[src/hdl/llfs_pkg.sv]
// ----------------------------------------------------------------------------
// llfs_pkg: shared types and constants of the log line field splitter
// Position widths, character codes, level words and small helper functions.
// ----------------------------------------------------------------------------
package llfs_pkg;

  // position and count widths
  localparam int POS_BITS   = 20;
  localparam int EXT_BITS   = POS_BITS + 1;
  localparam int LIMIT_BITS = 21;
  localparam int WIN_DEPTH  = 10;
  localparam int NUM_LEVELS = 8;
  localparam int WORD_MAX   = 9;
  localparam int PADDR_BITS = 3;

  localparam logic [POS_BITS-1:0]   POS_MAX       = {POS_BITS{1'b1}};
  localparam logic [LIMIT_BITS-1:0] LIMIT_RESET   = LIMIT_BITS'(1 << 20);

  // register index of the configuration port
  localparam logic [PADDR_BITS-3:0] REG_RECORD_LIMIT = '0;

  // character codes
  localparam logic [7:0] CHAR_LF     = 8'h0a;
  localparam logic [7:0] CHAR_CR     = 8'h0d;
  localparam logic [7:0] CHAR_COLON  = 8'h3a;
  localparam logic [7:0] CHAR_DOT    = 8'h2e;
  localparam logic [7:0] CHAR_LBRACK = 8'h5b;
  localparam logic [7:0] CHAR_RBRACK = 8'h5d;
  localparam logic [7:0] CHAR_SPACE  = 8'h20;

  typedef logic [WIN_DEPTH-1:0][7:0] win_t;
  typedef logic [WORD_MAX-1:0][7:0]  level_word_t;

  // level words, right aligned: char j of a word of length n sits at [n-1-j]
  localparam level_word_t LEVEL_WORD [NUM_LEVELS] = '{
    "EMERGENCY", "CRITICAL", "WARNING", "NOTICE",
    "DEBUG", "ERROR", "ALERT", "INFO"
  };
  localparam logic [3:0] WORD_LEN [NUM_LEVELS] = '{
    4'd9, 4'd8, 4'd7, 4'd6, 4'd5, 4'd5, 4'd5, 4'd4
  };

  // result of the level search at a colon
  typedef struct packed {
    logic                hit;
    logic [2:0]          code;
    logic [POS_BITS-1:0] dot_pos;
  } lvl_hit_t;

  // clamp an extended value to the position range
  function automatic logic [POS_BITS-1:0] fit(input logic [EXT_BITS-1:0] v);
    logic [POS_BITS-1:0] r;
    if (v > {1'b0, POS_MAX}) begin
      r = POS_MAX;
    end else begin
      r = v[POS_BITS-1:0];
    end
    return r;
  endfunction

  // difference that never goes below zero
  function automatic logic [EXT_BITS-1:0] sub_floor(input logic [EXT_BITS-1:0] a,
                                                    input logic [EXT_BITS-1:0] b);
    logic [EXT_BITS-1:0] r;
    if (a > b) begin
      r = a - b;
    end else begin
      r = '0;
    end
    return r;
  endfunction

  // next position, saturating at the top of the range
  function automatic logic [POS_BITS-1:0] sat_inc(input logic [POS_BITS-1:0] v);
    logic [POS_BITS-1:0] r;
    if (v < POS_MAX) begin
      r = v + 1'b1;
    end else begin
      r = POS_MAX;
    end
    return r;
  endfunction

endpackage

[src/hdl/log_line_field_splitter.sv]
// ----------------------------------------------------------------------------
// log_line_field_splitter: split log lines into date, channel, level, message
// Byte stream in, at most one record of offsets and lengths out per line.
// ----------------------------------------------------------------------------
// Takes one buffer byte per beat and sustains one beat per clock unless the
// output stalls: a byte is registered at the input, worked through one pass
// of compare and offset logic and lands in the result register, which takes
// a line's record from its last byte (an LF or the byte flagged as the end
// of the buffer). The input register is held only while a finished record
// waits at the output. record_limit (byte address 0) caps the records per
// buffer; all line and position state returns to reset after the last byte.
module log_line_field_splitter import llfs_pkg::*; (
  input  logic                   clk_i,
  input  logic                   rst_ni,
  // byte input
  input  logic                   in_valid_i,
  output logic                   in_ready_o,
  input  logic [7:0]             data_byte_i,
  input  logic                   end_of_buffer_i,
  // record output
  output logic                   out_valid_o,
  input  logic                   out_ready_i,
  output logic                   matched_o,
  output logic [POS_BITS-1:0]    date_offset_o,
  output logic [POS_BITS-1:0]    date_length_o,
  output logic [POS_BITS-1:0]    channel_offset_o,
  output logic [POS_BITS-1:0]    channel_length_o,
  output logic [2:0]             level_code_o,
  output logic [POS_BITS-1:0]    level_offset_o,
  output logic [POS_BITS-1:0]    message_offset_o,
  output logic [POS_BITS-1:0]    message_length_o,
  output logic                   last_record_o,
  output logic                   position_overflow_o,
  // configuration port
  input  logic                   psel,
  input  logic                   penable,
  input  logic                   pwrite,
  input  logic [PADDR_BITS-1:0]  paddr,
  input  logic [31:0]            pwdata,
  output logic [31:0]            prdata,
  output logic                   pready
);

  // configuration
  logic [LIMIT_BITS-1:0] limit_q;
  logic                  reg_sel;

  // input register
  logic                  in_vld_q;
  logic [7:0]            in_byte_q;
  logic                  in_eob_q;

  // buffer and line state
  logic [POS_BITS-1:0]   pos_q, pos_d;
  logic [POS_BITS-1:0]   ls_q, ls_d;
  logic [LIMIT_BITS-1:0] rec_q, rec_d;
  win_t                  win_q, win_d;
  logic                  ovf_q, ovf_d;
  logic                  brk_q, brk_d;
  logic [POS_BITS-1:0]   brk_pos_q, brk_pos_d;
  logic                  body_q, body_d;
  logic [POS_BITS-1:0]   body_pos_q, body_pos_d;
  logic                  lvl_q, lvl_d;
  logic [POS_BITS-1:0]   dot_q, dot_d;
  logic [2:0]            code_q, code_d;

  // result register
  logic                  out_vld_q;
  logic                  matched_q, matched_d;
  logic [POS_BITS-1:0]   stamp_off_q, stamp_off_d;
  logic [POS_BITS-1:0]   stamp_len_q, stamp_len_d;
  logic [POS_BITS-1:0]   chan_off_q, chan_off_d;
  logic [POS_BITS-1:0]   chan_len_q, chan_len_d;
  logic [2:0]            lcode_q, lcode_d;
  logic [POS_BITS-1:0]   lvl_off_q, lvl_off_d;
  logic [POS_BITS-1:0]   msg_off_q, msg_off_d;
  logic [POS_BITS-1:0]   msg_len_q, msg_len_d;
  logic                  last_q, ovf_out_q;

  logic                  fire;
  logic                  emit;
  lvl_hit_t              lvl_hit;

  // register access
  assign reg_sel = (paddr[PADDR_BITS-1:2] == REG_RECORD_LIMIT);
  assign pready  = 1'b1;
  assign prdata  = reg_sel ? 32'(limit_q) : '0;

  always_ff @(posedge clk_i or negedge rst_ni) begin
    if (!rst_ni) begin
      limit_q <= LIMIT_RESET;
    end else if (psel && penable && pwrite && reg_sel) begin
      limit_q <= pwdata[LIMIT_BITS-1:0];
    end
  end

  // handshake: the work stage moves when the result slot is free or drains
  assign fire       = in_vld_q && (!out_vld_q || out_ready_i);
  assign in_ready_o = !in_vld_q || fire;

  always_ff @(posedge clk_i or negedge rst_ni) begin
    if (!rst_ni) begin
      in_vld_q <= 1'b0;
    end else if (in_ready_o) begin
      in_vld_q <= in_valid_i;
    end
  end

  always_ff @(posedge clk_i) begin
    if (in_valid_i && in_ready_o) begin
      in_byte_q <= data_byte_i;
      in_eob_q  <= end_of_buffer_i;
    end
  end

  // level search at the current byte
  llfs_level_match u_level_match (
    .win_i      (win_q),
    .pos_i      (pos_q),
    .body_pos_i (body_pos_q),
    .hit_o      (lvl_hit)
  );

  // single pass: scan, record fields and state update
  always_comb begin
    logic                is_lf;
    logic                line_end;
    logic                last;
    logic [7:0]          b;
    logic [7:0]          b1;
    logic [7:0]          b2;
    logic [EXT_BITS-1:0] end_x;
    logic [EXT_BITS-1:0] e1;
    logic [EXT_BITS-1:0] e2;
    logic [EXT_BITS-1:0] ls_x;
    logic [EXT_BITS-1:0] lvl_x;
    logic [EXT_BITS-1:0] msg_x;
    logic                set_brk;
    logic                set_body;
    logic                set_lvl;
    b        = in_byte_q;
    last     = in_eob_q;
    is_lf    = (b == CHAR_LF);
    line_end = is_lf || last;

    brk_d      = brk_q;
    brk_pos_d  = brk_pos_q;
    body_d     = body_q;
    body_pos_d = body_pos_q;
    lvl_d      = lvl_q;
    dot_d      = dot_q;
    code_d     = code_q;

    // pattern pieces of this byte
    set_brk  = !is_lf && !brk_q && (b == CHAR_LBRACK);
    set_body = !is_lf && brk_q && !body_q && (b == CHAR_SPACE) &&
               (win_q[0] == CHAR_RBRACK) && (pos_q > ls_q);
    set_lvl  = body_q && (b == CHAR_COLON) && lvl_hit.hit;
    if (set_brk) begin
      brk_d     = 1'b1;
      brk_pos_d = pos_q;
    end
    if (set_body) begin
      body_d     = 1'b1;
      body_pos_d = sat_inc(pos_q);
    end
    if (set_lvl) begin
      lvl_d  = 1'b1;
      dot_d  = lvl_hit.dot_pos;
      code_d = lvl_hit.code;
    end

    // line end with up to two trailing CR stripped
    ls_x = {1'b0, ls_q};
    if (is_lf) begin
      end_x = {1'b0, pos_q};
      b1    = win_q[0];
      b2    = win_q[1];
    end else begin
      end_x = {1'b0, pos_q} + 1'b1;
      b1    = b;
      b2    = win_q[0];
    end
    e1 = end_x;
    if (e1 > ls_x && b1 == CHAR_CR) begin
      e1 = e1 - 1'b1;
    end
    e2 = e1;
    if (e2 > ls_x && ((e1 == end_x) ? b1 : b2) == CHAR_CR) begin
      e2 = e2 - 1'b1;
    end

    emit = line_end && (rec_q < limit_q) &&
           !(!is_lf && (e1 <= ls_x) && (rec_q != '0));

    // record fields
    lvl_x = {1'b0, dot_d} + 1'b1;
    msg_x = lvl_x + EXT_BITS'(WORD_LEN[code_d]) + 1'b1;
    matched_d   = brk_d && body_d && lvl_d;
    stamp_off_d = '0;
    stamp_len_d = '0;
    chan_off_d  = '0;
    chan_len_d  = '0;
    lcode_d     = '0;
    lvl_off_d   = '0;
    if (matched_d) begin
      stamp_off_d = fit({1'b0, brk_pos_d} + 1'b1);
      stamp_len_d = fit(sub_floor({1'b0, body_pos_d}, {1'b0, brk_pos_d} + 2'd3));
      chan_off_d  = body_pos_d;
      chan_len_d  = fit(sub_floor({1'b0, dot_d}, {1'b0, body_pos_d}));
      lcode_d     = code_d;
      lvl_off_d   = fit(lvl_x);
      msg_off_d   = fit(msg_x);
      msg_len_d   = fit(sub_floor(e2, msg_x));
    end else begin
      msg_off_d   = ls_q;
      msg_len_d   = fit(sub_floor(e1, ls_x));
    end

    // buffer state
    rec_d = emit ? rec_q + 1'b1 : rec_q;
    ls_d  = ls_q;
    if (line_end) begin
      brk_d      = 1'b0;
      brk_pos_d  = '0;
      body_d     = 1'b0;
      body_pos_d = '0;
      lvl_d      = 1'b0;
      dot_d      = '0;
      code_d     = '0;
      ls_d       = sat_inc(pos_q);
    end
    win_d = {win_q[WIN_DEPTH-2:0], b};
    ovf_d = ovf_q;
    pos_d = pos_q;
    if (pos_q >= POS_MAX) begin
      ovf_d = 1'b1;
    end else begin
      pos_d = pos_q + 1'b1;
    end
    if (last) begin
      pos_d = '0;
      ls_d  = '0;
      rec_d = '0;
      win_d = '0;
      ovf_d = 1'b0;
    end
  end

  // state registers
  always_ff @(posedge clk_i or negedge rst_ni) begin
    if (!rst_ni) begin
      pos_q      <= '0;
      ls_q       <= '0;
      rec_q      <= '0;
      win_q      <= '0;
      ovf_q      <= 1'b0;
      brk_q      <= 1'b0;
      brk_pos_q  <= '0;
      body_q     <= 1'b0;
      body_pos_q <= '0;
      lvl_q      <= 1'b0;
      dot_q      <= '0;
      code_q     <= '0;
    end else if (fire) begin
      pos_q      <= pos_d;
      ls_q       <= ls_d;
      rec_q      <= rec_d;
      win_q      <= win_d;
      ovf_q      <= ovf_d;
      brk_q      <= brk_d;
      brk_pos_q  <= brk_pos_d;
      body_q     <= body_d;
      body_pos_q <= body_pos_d;
      lvl_q      <= lvl_d;
      dot_q      <= dot_d;
      code_q     <= code_d;
    end
  end

  // result valid
  always_ff @(posedge clk_i or negedge rst_ni) begin
    if (!rst_ni) begin
      out_vld_q <= 1'b0;
    end else if (fire && emit) begin
      out_vld_q <= 1'b1;
    end else if (out_ready_i) begin
      out_vld_q <= 1'b0;
    end
  end

  // result payload
  always_ff @(posedge clk_i) begin
    if (fire && emit) begin
      matched_q   <= matched_d;
      stamp_off_q <= stamp_off_d;
      stamp_len_q <= stamp_len_d;
      chan_off_q  <= chan_off_d;
      chan_len_q  <= chan_len_d;
      lcode_q     <= lcode_d;
      lvl_off_q   <= lvl_off_d;
      msg_off_q   <= msg_off_d;
      msg_len_q   <= msg_len_d;
      last_q      <= in_eob_q;
      ovf_out_q   <= ovf_q;
    end
  end

  assign out_valid_o         = out_vld_q;
  assign matched_o           = matched_q;
  assign date_offset_o       = stamp_off_q;
  assign date_length_o       = stamp_len_q;
  assign channel_offset_o    = chan_off_q;
  assign channel_length_o    = chan_len_q;
  assign level_code_o        = lcode_q;
  assign level_offset_o      = lvl_off_q;
  assign message_offset_o    = msg_off_q;
  assign message_length_o    = msg_len_q;
  assign last_record_o       = last_q;
  assign position_overflow_o = ovf_out_q;

endmodule

[src/hdl/llfs_level_match.sv]
// ----------------------------------------------------------------------------
// llfs_level_match: level word search behind a colon
// Compares the recent byte window against the eight ".LEVEL" patterns and
// picks the first word in table order that fits inside the line body.
// ----------------------------------------------------------------------------
module llfs_level_match import llfs_pkg::*; (
  input  win_t                win_i,
  input  logic [POS_BITS-1:0] pos_i,
  input  logic [POS_BITS-1:0] body_pos_i,
  output lvl_hit_t            hit_o
);

  logic [NUM_LEVELS-1:0] word_ok;

  // per-word compare of the window, plus the body range check
  always_comb begin
    logic [EXT_BITS-1:0] need;
    logic                ok;
    for (int i = 0; i < NUM_LEVELS; i++) begin
      need = {1'b0, body_pos_i} + EXT_BITS'(WORD_LEN[i]) + 1'b1;
      ok   = ({1'b0, pos_i} >= need) && (win_i[WORD_LEN[i]] == CHAR_DOT);
      for (int k = 0; k < WORD_MAX; k++) begin
        if (k < int'(WORD_LEN[i])) begin
          ok = ok && (win_i[k] == LEVEL_WORD[i][k]);
        end
      end
      word_ok[i] = ok;
    end
  end

  // lowest table index wins
  always_comb begin
    hit_o = '0;
    for (int i = NUM_LEVELS - 1; i >= 0; i--) begin
      if (word_ok[i]) begin
        hit_o.hit     = 1'b1;
        hit_o.code    = 3'(i);
        hit_o.dot_pos = pos_i - POS_BITS'(WORD_LEN[i]) - 1'b1;
      end
    end
  end

endmodule
[config.mk]
export PLATFORM = sky130hd
export DESIGN_NAME = log_line_field_splitter
export DESIGN_NICKNAME = d
export VERILOG_FILES = /design/src/hdl/llfs_pkg.sv /design/src/hdl/log_line_field_splitter.sv /design/src/hdl/llfs_level_match.sv
export SDC_FILE = /design/constraint.sdc
export NUM_CORES = 2
export LEC_CHECK = 0
export ABC_AREA = 0
export BUFFER_PORTS_ARGS = -buffer_cell sky130_fd_sc_hd__buf_2
export CAP_MARGIN = 5
export CORE_MARGIN = 2
export CORE_UTILIZATION = 57
export DETAILED_ROUTE_END_ITERATION = 6
export PLACE_DENSITY_LB_ADDON = 0.3
export SKIP_CTS_REPAIR_TIMING = 1
export SLEW_MARGIN = 10
export SYNTH_ARGS = -nofsm -noshare
export SYNTH_HDL_FRONTEND = slang
export SYNTH_HIERARCHICAL = 1
export SYNTH_SLANG_ARGS = --single-unit
[constraint.sdc]
create_clock -name clk_i -period 12.34 [get_ports clk_i]
set_clock_uncertainty 0.2 [all_clocks]
set_input_delay 1.234 -clock clk_i [delete_from_list [all_inputs] [get_ports clk_i]]
set_output_delay 1.234 -clock clk_i [all_outputs]
set_load 0.1 [all_outputs]
==> run metrics <==
number of distinct library cells after synthesis 105; post-synthesis sequential area ratio 31.4%; largest net degree at the start of global routing 113; required time worst endpoint 12.42 ns; worst-path fanout max 21; clk slew on worst S/H paths 0.06 ns; critical path class flip-flop to flip-flop; Tot GR Track Use between 30% and 40%; Placer Congestion 1.02; layout cells sized above 1 11.0%; Port-buffer cells 206; Final WS setup 0.903 ns; RSZ-0062 raised after global routing false; Top FF cell, synth dfrtp_1; status complete, no violations; die area 60,300 um^2; Area Growth Syn to Fin 9.44%; max reg flops 80; Inserted Clock Buffers 43; total power 5550 uW; DRT iter0 DRCs around 3,500; first-pass GRT wire length approximately 170,000 um; biggest regs win_q (80), limit_q (21), rec_q (21); Peak VDD IR 0.265 mV; # setup viols final 0; Wirelength per Cell 22.5 um; MaxCap Viol Count 0; Post-Syn Area ~33,000 um^2; pre-CTS setup slack approximately 1.4 ns; Die X 246 um; Initial Util between 50% and 60%; Critical Path AT 11.52 ns; Rel. slew slack 10.5%; CTS tree yes; Syn. warnings 6; hold path depth 0; Nets between 4,000 and 5,000; Post-Layout Cell Count 4,891; hpwl dp 82,000 um; Mean Syn Cell Area roughly 8.4 um^2; Slew Limit Fails 0; CTS Root Cell clkbuf_16; pwr dens 152 nW/um^2; # IOs 232; maximum buffer depth of the clock tree 3; Pleak around 0.016 uW; clock sink count 386; Row Count 88; worst hold path class flip-flop to flip-flop; largest stage delay on the critical path 0.68 ns; initial antenna violation count 1; remaining antenna violation count 0; Vias 31,400; Post-Route WL 110,000 um; H-tree depth 2; die height between 200 and 250 um; clock latency on the worst-skew pair 0.59 ns; Cells after Synth about 4,000; Final Hold Viols 0; flops & latches, synth 386; most frequent cells in the layout 536 x nand2_1, 323 x nor2_1, 285 x ha_1; final period utilization ~93%; Critical Path End Type flip-flop; vias in the first global route ~30,000; placed insts 4,811; Most flops, register win_q; Post-synth EDFFs approximately 160; GR Overflow Total 0; min Tclk post-route 11.44 ns; DR pass1 iterations 6; leading cell type in the layout, fill and taps excluded nand2_1; ys async rst share roughly 60%; Post-Route Setup TNS 0 ns; worst r2r path cells 42; antenna cell count 0; fmax 0.0874 GHz; Slew @ Worst Pin 1.33 ns; Final Util ~63%; Worst path slowest cell dfrtp_1; DRC errors left 0; total core area about 58,000 um^2; vias per cell around 6.4; critical path launch point type flip-flop
-- per-stage QoR --
step	hold slack [ns]	area, um^2
after floorplan	0.224	33300
after global placement	0.237	35000
after detailed placement	0.245	35000
after CTS	0.248	36400
after global routing	0.253	36400
final	0.249	36400
-- per-layer routing --
| layer | GRT usage (%) | wire [um] |
|---|---|---|
| met5 | 0 | 57 |
| met4 | 21.0 | 7230 |
| met3 | 7.41 | 11300 |
| met2 | 54.3 | 47200 |
| met1 | 48.0 | 44300 |
-- kinds of logic after synthesis --
family                   Yosys count  synth area share, %
AND/OR/NAND/NOR                 1612                 24.8
AO/OA/AOI/OAI                    883                 16.8
buffers and inverters            391                 4.72
flip-flops                       386                 31.4
XOR/XNOR                         319                 8.40
adder cells (fa/ha/maj)          290                 11.0
multiplexers                      92                 2.86
other                              2               0.0226
-- cell usage after synthesis, types with 25 or more instances --
cell type,number,area (um^2)
a211oi_1,27,203
a21o_1,56,420
a21oi_1,243,1220
a31oi_1,57,357
and3_1,36,225
clkbuf_1,158,593
dfrtp_1,230,5760
edfxtp_1,155,4650
ha_1,285,3570
inv_1,165,619
mux2_2,25,282
mux2i_1,67,671
nand2_1,537,2020
nand2b_1,48,300
nand3_1,105,526
nand3b_1,94,706
nand4_1,84,526
nor2_1,324,1220
nor2b_1,43,269
nor3_1,87,435
nor4_1,44,275
o21ai_0,232,1160
o31ai_1,26,195
or3_1,35,219
or4_1,34,255
xnor2_1,203,1780
xor2_1,116,1020
-- final cells by class --
| type | count | area [um^2] |
|---|---|---|
| clock buffer | 60 | 1240 |
| clock inverter | 20 | 170 |
| fill | 5026 | 21300 |
| inverter | 170 | 638 |
| multi-input combinational | 3208 | 21300 |
| sequential | 386 | 10400 |
| tap | 765 | 957 |
| timing repair buffer | 282 | 1620 |
-- final timing paths --
path | startpoint | end | slack (ns)
setup / recovery | body_pos_q[3] | message_length_o[18] | 0.90
hold / removal | ovf_q | position_overflow_o | 0.25
setup reg to reg | body_pos_q[3] | message_length_o[18] | 0.90
hold reg to reg | ovf_q | position_overflow_o | 0.25
max in group asynchronous | rst_ni | pos_q[6] | 9.97
min in group asynchronous | rst_ni | limit_q[12] | 0.49
-- power breakdown --
group	switching, uW	leakage [uW]	internal (uW)
combinational	1960	0.0110	589
sequential	116	0.00465	1600
clock	560	0.000693	730
-- worst max-delay path: cells and delay by family (launching register included) --
kind / cells / cell delay, ns
xor+xnor: 3 / 0.80
buf+inv: 6 / 1.08
simple gates: 22 / 5.57
flops: 1 / 0.68
mux: 2 / 0.30
compound gates: 5 / 1.11
fa+ha+maj: 4 / 1.39
No activity file was read; power rests on OpenSTA's default activity.
